`config.mk`:
```
export PLATFORM = sky130hd
export DESIGN_NAME = stack_fold_calculator_flat
export DESIGN_NICKNAME = d
export VERILOG_FILES = /design/src/sv/sfc_pkg.sv /design/src/sv/sfc_if.sv /design/src/sv/sfc_div.sv /design/src/sv/stack_fold_calculator.sv /design/src/flat_wrapper.sv
export SDC_FILE = /design/constraint.sdc
export NUM_CORES = 2
export LEC_CHECK = 0
export ABC_AREA = 1
export BUFFER_PORTS_ARGS = -buffer_cell sky130_fd_sc_hd__buf_2
export CAP_MARGIN = 20
export CORE_MARGIN = 2
export CORE_UTILIZATION = 54
export CTS_CLUSTER_DIAMETER = 60
export DETAILED_ROUTE_END_ITERATION = 7
export GPL_ROUTABILITY_DRIVEN = 0
export PLACE_DENSITY = 0.77
export SLEW_MARGIN = 10
export SYNTH_ARGS = -nofsm -noshare
export SYNTH_HDL_FRONTEND = slang
export SYNTH_SLANG_ARGS = --single-unit
```
`constraint.sdc`:
```
create_clock -name clk -period 26.4 [get_ports clk]
set_input_delay 2.64 -clock clk [delete_from_list [all_inputs] [get_ports clk]]
set_output_delay 2.64 -clock clk [all_outputs]
set_load 0.02 [all_outputs]
```
`src/sv/sfc_pkg.sv`:
```
`timescale 1ns / 1ps
// ----------------------------------------------------------------------------
// sfc_pkg: shared constants for the stack fold calculator
// Operation and status codes, field widths.
// ----------------------------------------------------------------------------
package sfc_pkg;

    localparam int DATA_W    = 32;
    localparam int OP_W      = 3;
    localparam int STATUS_W  = 2;
    localparam int CNT_OUT_W = 7;

    localparam logic [OP_W-1:0] OP_PUSH   = 3'd0;
    localparam logic [OP_W-1:0] OP_ADD    = 3'd1;
    localparam logic [OP_W-1:0] OP_SUB    = 3'd2;
    localparam logic [OP_W-1:0] OP_MUL    = 3'd3;
    localparam logic [OP_W-1:0] OP_DIV    = 3'd4;
    localparam logic [OP_W-1:0] OP_FINISH = 3'd5;

    localparam logic [STATUS_W-1:0] ST_OK      = 2'd0;
    localparam logic [STATUS_W-1:0] ST_EMPTY   = 2'd1;
    localparam logic [STATUS_W-1:0] ST_DIVZERO = 2'd2;
    localparam logic [STATUS_W-1:0] ST_FULL    = 2'd3;

    typedef logic [DATA_W-1:0] word_t;

    // add, subtract, multiply and divide fold the whole stack
    function automatic logic is_fold(input logic [OP_W-1:0] op);
        return (op == OP_ADD) || (op == OP_SUB) || (op == OP_MUL) || (op == OP_DIV);
    endfunction

endpackage

```
`src/sv/sfc_if.sv`:
```
`timescale 1ns / 1ps
// ----------------------------------------------------------------------------
// sfc_if: request and result channels of the stack fold calculator
// Valid/ready handshake; a transfer happens when both are high.
// ----------------------------------------------------------------------------
interface sfc_req_if
    import sfc_pkg::*;
();
    logic                     valid;
    logic                     ready;
    logic [OP_W-1:0]          op;
    logic signed [DATA_W-1:0] operand;

    modport source (output valid, output op, output operand, input ready);
    modport sink   (input valid, input op, input operand, output ready);
endinterface

interface sfc_res_if
    import sfc_pkg::*;
();
    logic                     valid;
    logic                     ready;
    logic [STATUS_W-1:0]      status;
    logic signed [DATA_W-1:0] top_value;
    logic [CNT_OUT_W-1:0]     entry_count;

    modport source (output valid, output status, output top_value, output entry_count,
                    input ready);
    modport sink   (input valid, input status, input top_value, input entry_count,
                    output ready);
endinterface

```
`src/sv/sfc_div.sv`:
```
`timescale 1ns / 1ps
// ----------------------------------------------------------------------------
// sfc_div: signed 32-bit divider, truncating toward zero
// Restoring radix-2, one quotient bit per cycle; done pulses once the
// last quotient bit is in. Caller guarantees a nonzero divisor.
// ----------------------------------------------------------------------------
module sfc_div
    import sfc_pkg::*;
(
    input  logic  clk,
    input  logic  rst_n,
    input  logic  start,
    input  word_t num,
    input  word_t den,
    output logic  done,
    output word_t quo
);

    localparam int STEP_W = $clog2(DATA_W);

    logic              busy_reg, busy_next;
    logic              done_reg, done_next;
    logic [STEP_W-1:0] step_reg, step_next;
    logic              neg_reg, neg_next;
    word_t             q_reg, q_next;
    word_t             rem_reg, rem_next;
    word_t             dmag_reg, dmag_next;

    logic [DATA_W:0]   rem_sh;
    logic [DATA_W:0]   rem_diff;
    logic              ge;

    assign rem_sh   = {rem_reg, q_reg[DATA_W-1]};
    assign rem_diff = rem_sh - {1'b0, dmag_reg};
    assign ge       = !rem_diff[DATA_W];

    always_comb
    begin
        busy_next = busy_reg;
        done_next = 1'b0;
        step_next = step_reg;
        neg_next  = neg_reg;
        q_next    = q_reg;
        rem_next  = rem_reg;
        dmag_next = dmag_reg;
        if (start)
        begin
            busy_next = 1'b1;
            step_next = '0;
            neg_next  = num[DATA_W-1] ^ den[DATA_W-1];
            q_next    = num[DATA_W-1] ? (word_t'(0) - num) : num;
            dmag_next = den[DATA_W-1] ? (word_t'(0) - den) : den;
            rem_next  = '0;
        end
        else if (busy_reg)
        begin
            rem_next  = ge ? rem_diff[DATA_W-1:0] : rem_sh[DATA_W-1:0];
            q_next    = {q_reg[DATA_W-2:0], ge};
            step_next = step_reg + STEP_W'(1);
            if (step_reg == STEP_W'(DATA_W - 1))
            begin
                busy_next = 1'b0;
                done_next = 1'b1;
            end
        end
    end

    always_ff @(posedge clk or negedge rst_n)
    begin
        if (!rst_n)
        begin
            busy_reg <= 1'b0;
            done_reg <= 1'b0;
            step_reg <= '0;
        end
        else
        begin
            busy_reg <= busy_next;
            done_reg <= done_next;
            step_reg <= step_next;
        end
    end

    always_ff @(posedge clk)
    begin
        neg_reg  <= neg_next;
        q_reg    <= q_next;
        rem_reg  <= rem_next;
        dmag_reg <= dmag_next;
    end

    assign done = done_reg;
    assign quo  = neg_reg ? (word_t'(0) - q_reg) : q_reg;

`ifndef SYNTH
    a_done_after_busy: assert property (@(posedge clk) disable iff (!rst_n)
        done_reg |-> $past(busy_reg))
        else $error("divider done without a running division");
    a_no_restart: assert property (@(posedge clk) disable iff (!rst_n)
        busy_reg |-> !start)
        else $error("divider started while busy");
    a_step_idle: assert property (@(posedge clk) disable iff (!rst_n)
        $fell(busy_reg) |-> done_reg)
        else $error("divider stopped without done");
`endif

endmodule

```
`src/sv/stack_fold_calculator.sv`:
```
`timescale 1ns / 1ps
// ----------------------------------------------------------------------------
// stack_fold_calculator: reverse-polish calculator with stack folding
// Push, add, subtract, multiply, divide and finish requests on a stack of
// 32-bit signed values; one result per request.
// ----------------------------------------------------------------------------
// The stack lives in a single-port-per-direction synchronous RAM of
// STACK_DEPTH words (registered read). A push with room writes the RAM
// and goes straight to its result; a push onto a full stack, a finish or
// an unused code first reads the top. On an empty stack nothing but a push
// reads. An operator reads the top, then folds one lower entry per cycle
// for add, subtract and multiply, while divide runs each lower entry
// through the bit-serial divider, which sets the rate for division.
// The fold walk and the divider share the RAM read data
// register; reads and writes never touch the same cycle, so no
// forwarding is needed. A new request is taken as soon as the previous
// result sits in the output register, even if the sink has not taken it.
// entry_count reports the stack count modulo 128. RAM contents are not
// cleared at reset; entries above the count are never read.
// ----------------------------------------------------------------------------
module stack_fold_calculator
    import sfc_pkg::*;
#(
    parameter int STACK_DEPTH = 64
)
(
    input  logic      clk,
    input  logic      rst_n,
    sfc_req_if.sink   req,
    sfc_res_if.source res
);

    localparam int AW      = (STACK_DEPTH > 1) ? $clog2(STACK_DEPTH) : 1;
    localparam int CNT_W   = $clog2(STACK_DEPTH + 1);
    localparam int CNT_X_W = CNT_W + CNT_OUT_W;

    // sequencer states
    localparam logic [2:0] S_IDLE = 3'd0;  // waiting for a request
    localparam logic [2:0] S_TOP  = 3'd1;  // top-of-stack read returning
    localparam logic [2:0] S_FOLD = 3'd2;  // lower entry read returning
    localparam logic [2:0] S_DIV  = 3'd3;  // divider running
    localparam logic [2:0] S_EMIT = 3'd4;  // result waiting for output register

    // stack RAM
    word_t          mem [STACK_DEPTH];
    word_t          rdata_reg;
    logic           rd_en;
    logic [AW-1:0]  rd_addr;
    logic           wr_en;
    logic [AW-1:0]  wr_addr;
    word_t          wr_data;

    logic [2:0]          state_reg, state_next;
    logic [CNT_W-1:0]    count_reg, count_next;
    logic [AW-1:0]       idx_reg, idx_next;
    word_t               acc_reg, acc_next;
    logic [OP_W-1:0]     op_reg, op_next;
    logic [STATUS_W-1:0] pend_status_reg, pend_status_next;
    word_t               pend_value_reg, pend_value_next;

    logic                out_valid_reg, out_valid_next;
    logic [STATUS_W-1:0] out_status_reg, out_status_next;
    word_t               out_value_reg, out_value_next;
    logic [CNT_W-1:0]    out_count_reg, out_count_next;

    logic                step_acc;
    word_t               acc_new;
    word_t               product;
    logic [CNT_W-1:0]    count_m1;
    logic [CNT_X_W-1:0]  count_ext;

    logic  div_start;
    logic  div_done;
    word_t div_quo;

    sfc_div u_div (
        .clk   (clk),
        .rst_n (rst_n),
        .start (div_start),
        .num   (rdata_reg),
        .den   (acc_reg),
        .done  (div_done),
        .quo   (div_quo)
    );

    // only the low word of the product is kept, so it wraps at 32 bits
    assign product  = rdata_reg * acc_reg;
    assign count_m1 = count_reg - CNT_W'(1);

    always_comb
    begin
        state_next       = state_reg;
        count_next       = count_reg;
        idx_next         = idx_reg;
        acc_next         = acc_reg;
        op_next          = op_reg;
        pend_status_next = pend_status_reg;
        pend_value_next  = pend_value_reg;
        out_valid_next   = out_valid_reg && !res.ready;
        out_status_next  = out_status_reg;
        out_value_next   = out_value_reg;
        out_count_next   = out_count_reg;
        rd_en            = 1'b0;
        rd_addr          = '0;
        wr_en            = 1'b0;
        wr_addr          = '0;
        wr_data          = '0;
        div_start        = 1'b0;
        step_acc         = 1'b0;
        acc_new          = '0;

        unique case (state_reg)
            S_IDLE:
            begin
                if (req.valid)
                begin
                    op_next = req.op;
                    priority if (req.op == OP_PUSH)
                    begin
                        if (count_reg < CNT_W'(STACK_DEPTH))
                        begin
                            wr_en            = 1'b1;
                            wr_addr          = count_reg[AW-1:0];
                            wr_data          = req.operand;
                            count_next       = count_reg + CNT_W'(1);
                            pend_status_next = ST_OK;
                            pend_value_next  = req.operand;
                            state_next       = S_EMIT;
                        end
                        else
                        begin
                            rd_en      = 1'b1;
                            rd_addr    = count_m1[AW-1:0];
                            state_next = S_TOP;
                        end
                    end
                    else if (count_reg == '0)
                    begin
                        // nothing to read: empty error, or a plain zero for unused codes
                        pend_status_next = (is_fold(req.op) || req.op == OP_FINISH)
                                           ? ST_EMPTY : ST_OK;
                        pend_value_next  = '0;
                        state_next       = S_EMIT;
                    end
                    else
                    begin
                        rd_en      = 1'b1;
                        rd_addr    = count_m1[AW-1:0];
                        idx_next   = count_m1[AW-1:0];
                        state_next = S_TOP;
                        if (req.op == OP_FINISH)
                        begin
                            count_next = count_m1;
                        end
                    end
                end
            end
            S_TOP:
            begin
                if (is_fold(op_reg))
                begin
                    step_acc = 1'b1;
                    acc_new  = rdata_reg;
                end
                else
                begin
                    pend_status_next = (op_reg == OP_PUSH) ? ST_FULL : ST_OK;
                    pend_value_next  = rdata_reg;
                    state_next       = S_EMIT;
                end
            end
            S_FOLD:
            begin
                priority if (op_reg == OP_DIV)
                begin
                    if (acc_reg == '0)
                    begin
                        count_next       = '0;
                        pend_status_next = ST_DIVZERO;
                        pend_value_next  = '0;
                        state_next       = S_EMIT;
                    end
                    else
                    begin
                        div_start  = 1'b1;
                        state_next = S_DIV;
                    end
                end
                else if (op_reg == OP_ADD)
                begin
                    step_acc = 1'b1;
                    acc_new  = rdata_reg + acc_reg;
                end
                else if (op_reg == OP_SUB)
                begin
                    step_acc = 1'b1;
                    acc_new  = rdata_reg - acc_reg;
                end
                else
                begin
                    step_acc = 1'b1;
                    acc_new  = product;
                end
            end
            S_DIV:
            begin
                if (div_done)
                begin
                    step_acc = 1'b1;
                    acc_new  = div_quo;
                end
            end
            S_EMIT:
            begin
                if (!out_valid_reg || res.ready)
                begin
                    out_valid_next  = 1'b1;
                    out_status_next = pend_status_reg;
                    out_value_next  = pend_value_reg;
                    out_count_next  = count_reg;
                    state_next      = S_IDLE;
                end
            end
            default:
            begin
                state_next = S_IDLE;
            end
        endcase

        // fold step: either the walk reaches the bottom and writes back, or
        // the next lower entry is fetched
        if (step_acc)
        begin
            acc_next = acc_new;
            if (idx_reg == '0)
            begin
                wr_en            = 1'b1;
                wr_addr          = '0;
                wr_data          = acc_new;
                count_next       = CNT_W'(1);
                pend_status_next = ST_OK;
                pend_value_next  = acc_new;
                state_next       = S_EMIT;
            end
            else
            begin
                rd_en      = 1'b1;
                rd_addr    = idx_reg - AW'(1);
                idx_next   = idx_reg - AW'(1);
                state_next = S_FOLD;
            end
        end
    end

    always_ff @(posedge clk or negedge rst_n)
    begin
        if (!rst_n)
        begin
            state_reg     <= S_IDLE;
            count_reg     <= '0;
            out_valid_reg <= 1'b0;
        end
        else
        begin
            state_reg     <= state_next;
            count_reg     <= count_next;
            out_valid_reg <= out_valid_next;
        end
    end

    always_ff @(posedge clk)
    begin
        idx_reg         <= idx_next;
        acc_reg         <= acc_next;
        op_reg          <= op_next;
        pend_status_reg <= pend_status_next;
        pend_value_reg  <= pend_value_next;
        out_status_reg  <= out_status_next;
        out_value_reg   <= out_value_next;
        out_count_reg   <= out_count_next;
    end

    // stack RAM, registered read
    always_ff @(posedge clk)
    begin
        if (wr_en)
        begin
            mem[wr_addr] <= wr_data;
        end
        if (rd_en)
        begin
            rdata_reg <= mem[rd_addr];
        end
    end

    assign count_ext = CNT_X_W'(out_count_reg);

    assign req.ready       = (state_reg == S_IDLE);
    assign res.valid       = out_valid_reg;
    assign res.status      = out_status_reg;
    assign res.top_value   = out_value_reg;
    assign res.entry_count = count_ext[CNT_OUT_W-1:0];

`ifndef SYNTH
    a_count_bound: assert property (@(posedge clk) disable iff (!rst_n)
        count_reg <= CNT_W'(STACK_DEPTH))
        else $error("stack count above depth");
    a_port_conflict: assert property (@(posedge clk) disable iff (!rst_n)
        !(rd_en && wr_en))
        else $error("stack RAM read and write in the same cycle");
    a_one_at_a_time: assert property (@(posedge clk) disable iff (!rst_n)
        (req.valid && req.ready) |=> !req.ready)
        else $error("request taken while another is in progress");
    a_div_nonzero: assert property (@(posedge clk) disable iff (!rst_n)
        div_start |-> (acc_reg != '0))
        else $error("divider started with zero divisor");
    a_result_from_emit: assert property (@(posedge clk) disable iff (!rst_n)
        (res.valid && !$past(res.valid)) |-> $past(state_reg == S_EMIT))
        else $error("result appeared outside the emit step");
`endif

endmodule

```
`src/flat_wrapper.sv`:
```
// flat-port wrapper written by rule: the top's interface ports become plain ports
module stack_fold_calculator_flat import sfc_pkg::*;
#(
    parameter int STACK_DEPTH = 64
)
  (clk, rst_n, req_valid, req_op, req_operand, req_ready, res_valid, res_status, res_top_value, res_entry_count, res_ready);
  sfc_req_if req_i ();
  sfc_res_if res_i ();
  input  logic clk;
  input  logic rst_n;
  input wire logic [$bits(req_i.valid)-1:0] req_valid;
  input wire logic [$bits(req_i.op)-1:0] req_op;
  input wire logic [$bits(req_i.operand)-1:0] req_operand;
  output wire logic [$bits(req_i.ready)-1:0] req_ready;
  output wire logic [$bits(res_i.valid)-1:0] res_valid;
  output wire logic [$bits(res_i.status)-1:0] res_status;
  output wire logic [$bits(res_i.top_value)-1:0] res_top_value;
  output wire logic [$bits(res_i.entry_count)-1:0] res_entry_count;
  input wire logic [$bits(res_i.ready)-1:0] res_ready;
  assign req_i.valid = req_valid;
  assign req_i.op = req_op;
  assign req_i.operand = req_operand;
  assign req_ready = req_i.ready;
  assign res_valid = res_i.valid;
  assign res_status = res_i.status;
  assign res_top_value = res_i.top_value;
  assign res_entry_count = res_i.entry_count;
  assign res_i.ready = res_ready;
  stack_fold_calculator #(.STACK_DEPTH(STACK_DEPTH)) u_core (.clk(clk), .rst_n(rst_n), .req(req_i), .res(res_i));
endmodule
```
==> flow_summary.json <==
{
  "initial_core_util_pct": 54.4,
  "synth_top_area_share_pct": 56.5,
  "period_needed_ps": 8880,
  "antenna_found_initial": 21,
  "largest_register_ffs": 2048,
  "areaGrowthSynthToFinish_pct": 9.35,
  "routed_wl_mm": 356,
  "core_sq_um": 217000,
  "synth_area_sq_um": 118000,
  "post_cts_buffers": 0,
  "r2r_end": "u_core.mem[24][26]",
  "status": "finished with violations",
  "slew_violations": 0,
  "postLayoutCellArea_sq_um": 129000,
  "finalSetupViolCount": 0,
  "synthArstFlopShare_pct": 0.779,
  "place_area_sq_um": 122000,
  "violations": "DRC",
  "cts_buffers": 220,
  "top_register": "u_core.mem",
  "cp_slowest_stage_delay_ps": 760,
  "avgSynthCellArea_sq_um": 10.9,
  "final_cell_mix": "2221 x edfxtp_1, 1472 x nand2_1, 1355 x inv_1",
  "ys_seq_area_share_pct": 58.1,
  "synth_nets": 11512,
  "hold_viol": 0,
  "crit-reg2reg-launch": "u_core.rdata_reg[15]",
  "worst_ep_required_time_ps": 26940,
  "htree_levels": 4,
  "end_kind": "flop",
  "die-width_um": 472,
  "grt_overflow": 0,
  "ys.flop_type": "edfxtp_1",
  "drv_cap": 0,
  "final_common_cell": "edfxtp_1",
  "synth.largest_area_cell": "edfxtp_1",
  "ctsLongestPathBuffers": 3,
  "ctsResizeCount": 0,
  "slowest_stage": "inv_2",
  "grt_pass1_wl_mm": 523,
  "hold_buffers": 0,
  "ys_types": 67,
  "hpwl_mm": 209,
  "finalClockSkew_ps": 121,
  "worst_slack_ps": 17520,
  "drc": 103,
  "via_count": 87254,
  "fin_crit_sh_pct": 33.6,
  "yosys-top-cells-area": "edfxtp_1 56%, fa_1 7.0%, o211ai_1 5.3%",
  "preCtsSetupSlack_ps": 17690,
  "yosys_warnings": 0,
  "tns_ps": 0,
  "drtIter0Drc": 13666,
  "path_max_fanout": 64,
  "relSlewSlack_pct": 13.7,
  "wire_per_inst_um": 25.9,
  "rows": 171,
  "ioPinCount": 82,
  "clk_pin_slew_ps": 60,
  "die_area_sq_um": 222000,
  "cts_tree": "yes",
  "holdPathStages": 2,
  "grt_max_degree": 264,
  "synth-edff-count": 2221,
  "ys_ff_latch": 2311,
  "detail-route-antenna-nets": 0,
  "cts_root_buffer": "clkbuf_16",
  "grt_use_total_pct": 31.4,
  "fmax_mhz": 113,
  "rsz0062_at_grt": "no",
  "path_class": "flop to flop",
  "worstHoldStart": "u_core.u_div.rem_reg[27]",
  "layout-drive-gt1-share_pct": 7.24,
  "nNetsFinal": 11363,
  "worst_pin_slew_ps": 1290,
  "reg2reg_depth": 33,
  "clkSinkCount": 2311,
  "die_h_um": 472,
  "start_kind": "flop",
  "hold_class": "flop to flop",
  "portBuffers": 81,
  "grt_pass1_vias": 84477,
  "synth_cells": 10835,
  "worstHoldEndpoint": "u_core.u_div.rem_reg[27]",
  "vias_per_cell": 6.35,
  "regToRegSetupSlack_ps": 17520,
  "clock_latency_ps": 920,
  "dr.pass1.iters": 8,
  "cp.arrival_ps": 9420
}
[cell usage after synthesis, drive strengths merged, types with 22 or more instances]
cell       n
ha       227
o22ai    241
a21oi    259
or2      295
clkbuf   396
o21ai   1066
nand4     31
nor3      64
edfxtp  2221
dfxtp     72
o211ai   838
a31oi     26
fa       411
xor2     122
nor4      22
xnor2     35
buf      269
nor2     835
nand2   1503
inv     1380
nand3    371
[logic make-up (layout without fill, tap and decap cells)]
group                      Yosys count  in the layout  share of synthesized area [%]
and+or+nand+nor                   3138           3138                           11.3
AOI/OAI and AO/OA                 2542           2542                           13.1
DFF                               2311           2311                           58.1
buffers and inverters             2049           2082                           6.89
adders and majority gates          638            638                           9.37
xor gates and xnor gates           157            157                           1.16
other                                0             14                              0
[worst max-delay path by stage]
| stage | cells after the start | from | to | slack [ps] |
|---|---|---|---|---|
| global placement | 17 | req_op[2] | u_core.rdata_reg[7] | 17780 |
| CTS | 31 | u_core.rdata_reg[18] | u_core.mem[24][26] | 17780 |
| global route | 31 | u_core.rdata_reg[18] | u_core.mem[25][26] | 17330 |
| finish | 33 | u_core.rdata_reg[15] | u_core.mem[24][26] | 17520 |
| detailed placement | 17 | req_op[2] | u_core.rdata_reg[7] | 17690 |
| floorplan | 26 | u_core.rdata_reg[11] | u_core.mem[0][21] | 17350 |
[worst max-delay path, delay by kind of cell (launching register included)]
kind | cells | cell delay, ps
XOR/XNOR | 1 | 150
AND/OR/NAND/NOR | 13 | 1720
adder cells (fa/ha/maj) | 9 | 4260
flip-flops | 1 | 480
AO/OA/AOI/OAI | 2 | 170
buffers and inverters | 8 | 1650
[stage by stage]
step	hold slack [ps]	instances	util, %
3_5_place_dp	467	13314	56.0
5_1_grt	508	13724	59.4
6_report	476	13736	59.5
3_3_place_gp	462	13314	56.0
2_1_floorplan	408	10835	-
4_1_cts	478	13718	59.4
[cell type report]
type / instances / area (sq um)
Fill cell: 16483 / 88100
Sequential cell: 2311 / 68600
Multi-Input combinational cell: 6475 / 42000
Clock buffer: 262 / 5760
Inverter: 1384 / 5250
Tap cell: 2854 / 3570
Timing Repair Buffer: 294 / 2170
Clock inverter: 142 / 1720
Antenna cell: 14 / 35.0
[layer usage]
layer	track usage, %	share of wire [%]	vias up
li1	-	-	37414
met5	0	0.032	-
met1	39.2	34	41819
met3	8.24	14	1568
met2	48.1	44	6437
met4	21.4	8.1	16
Power is not shown: default switching activity piles up to over one toggle a cycle in this logic, so the estimate is an artifact.
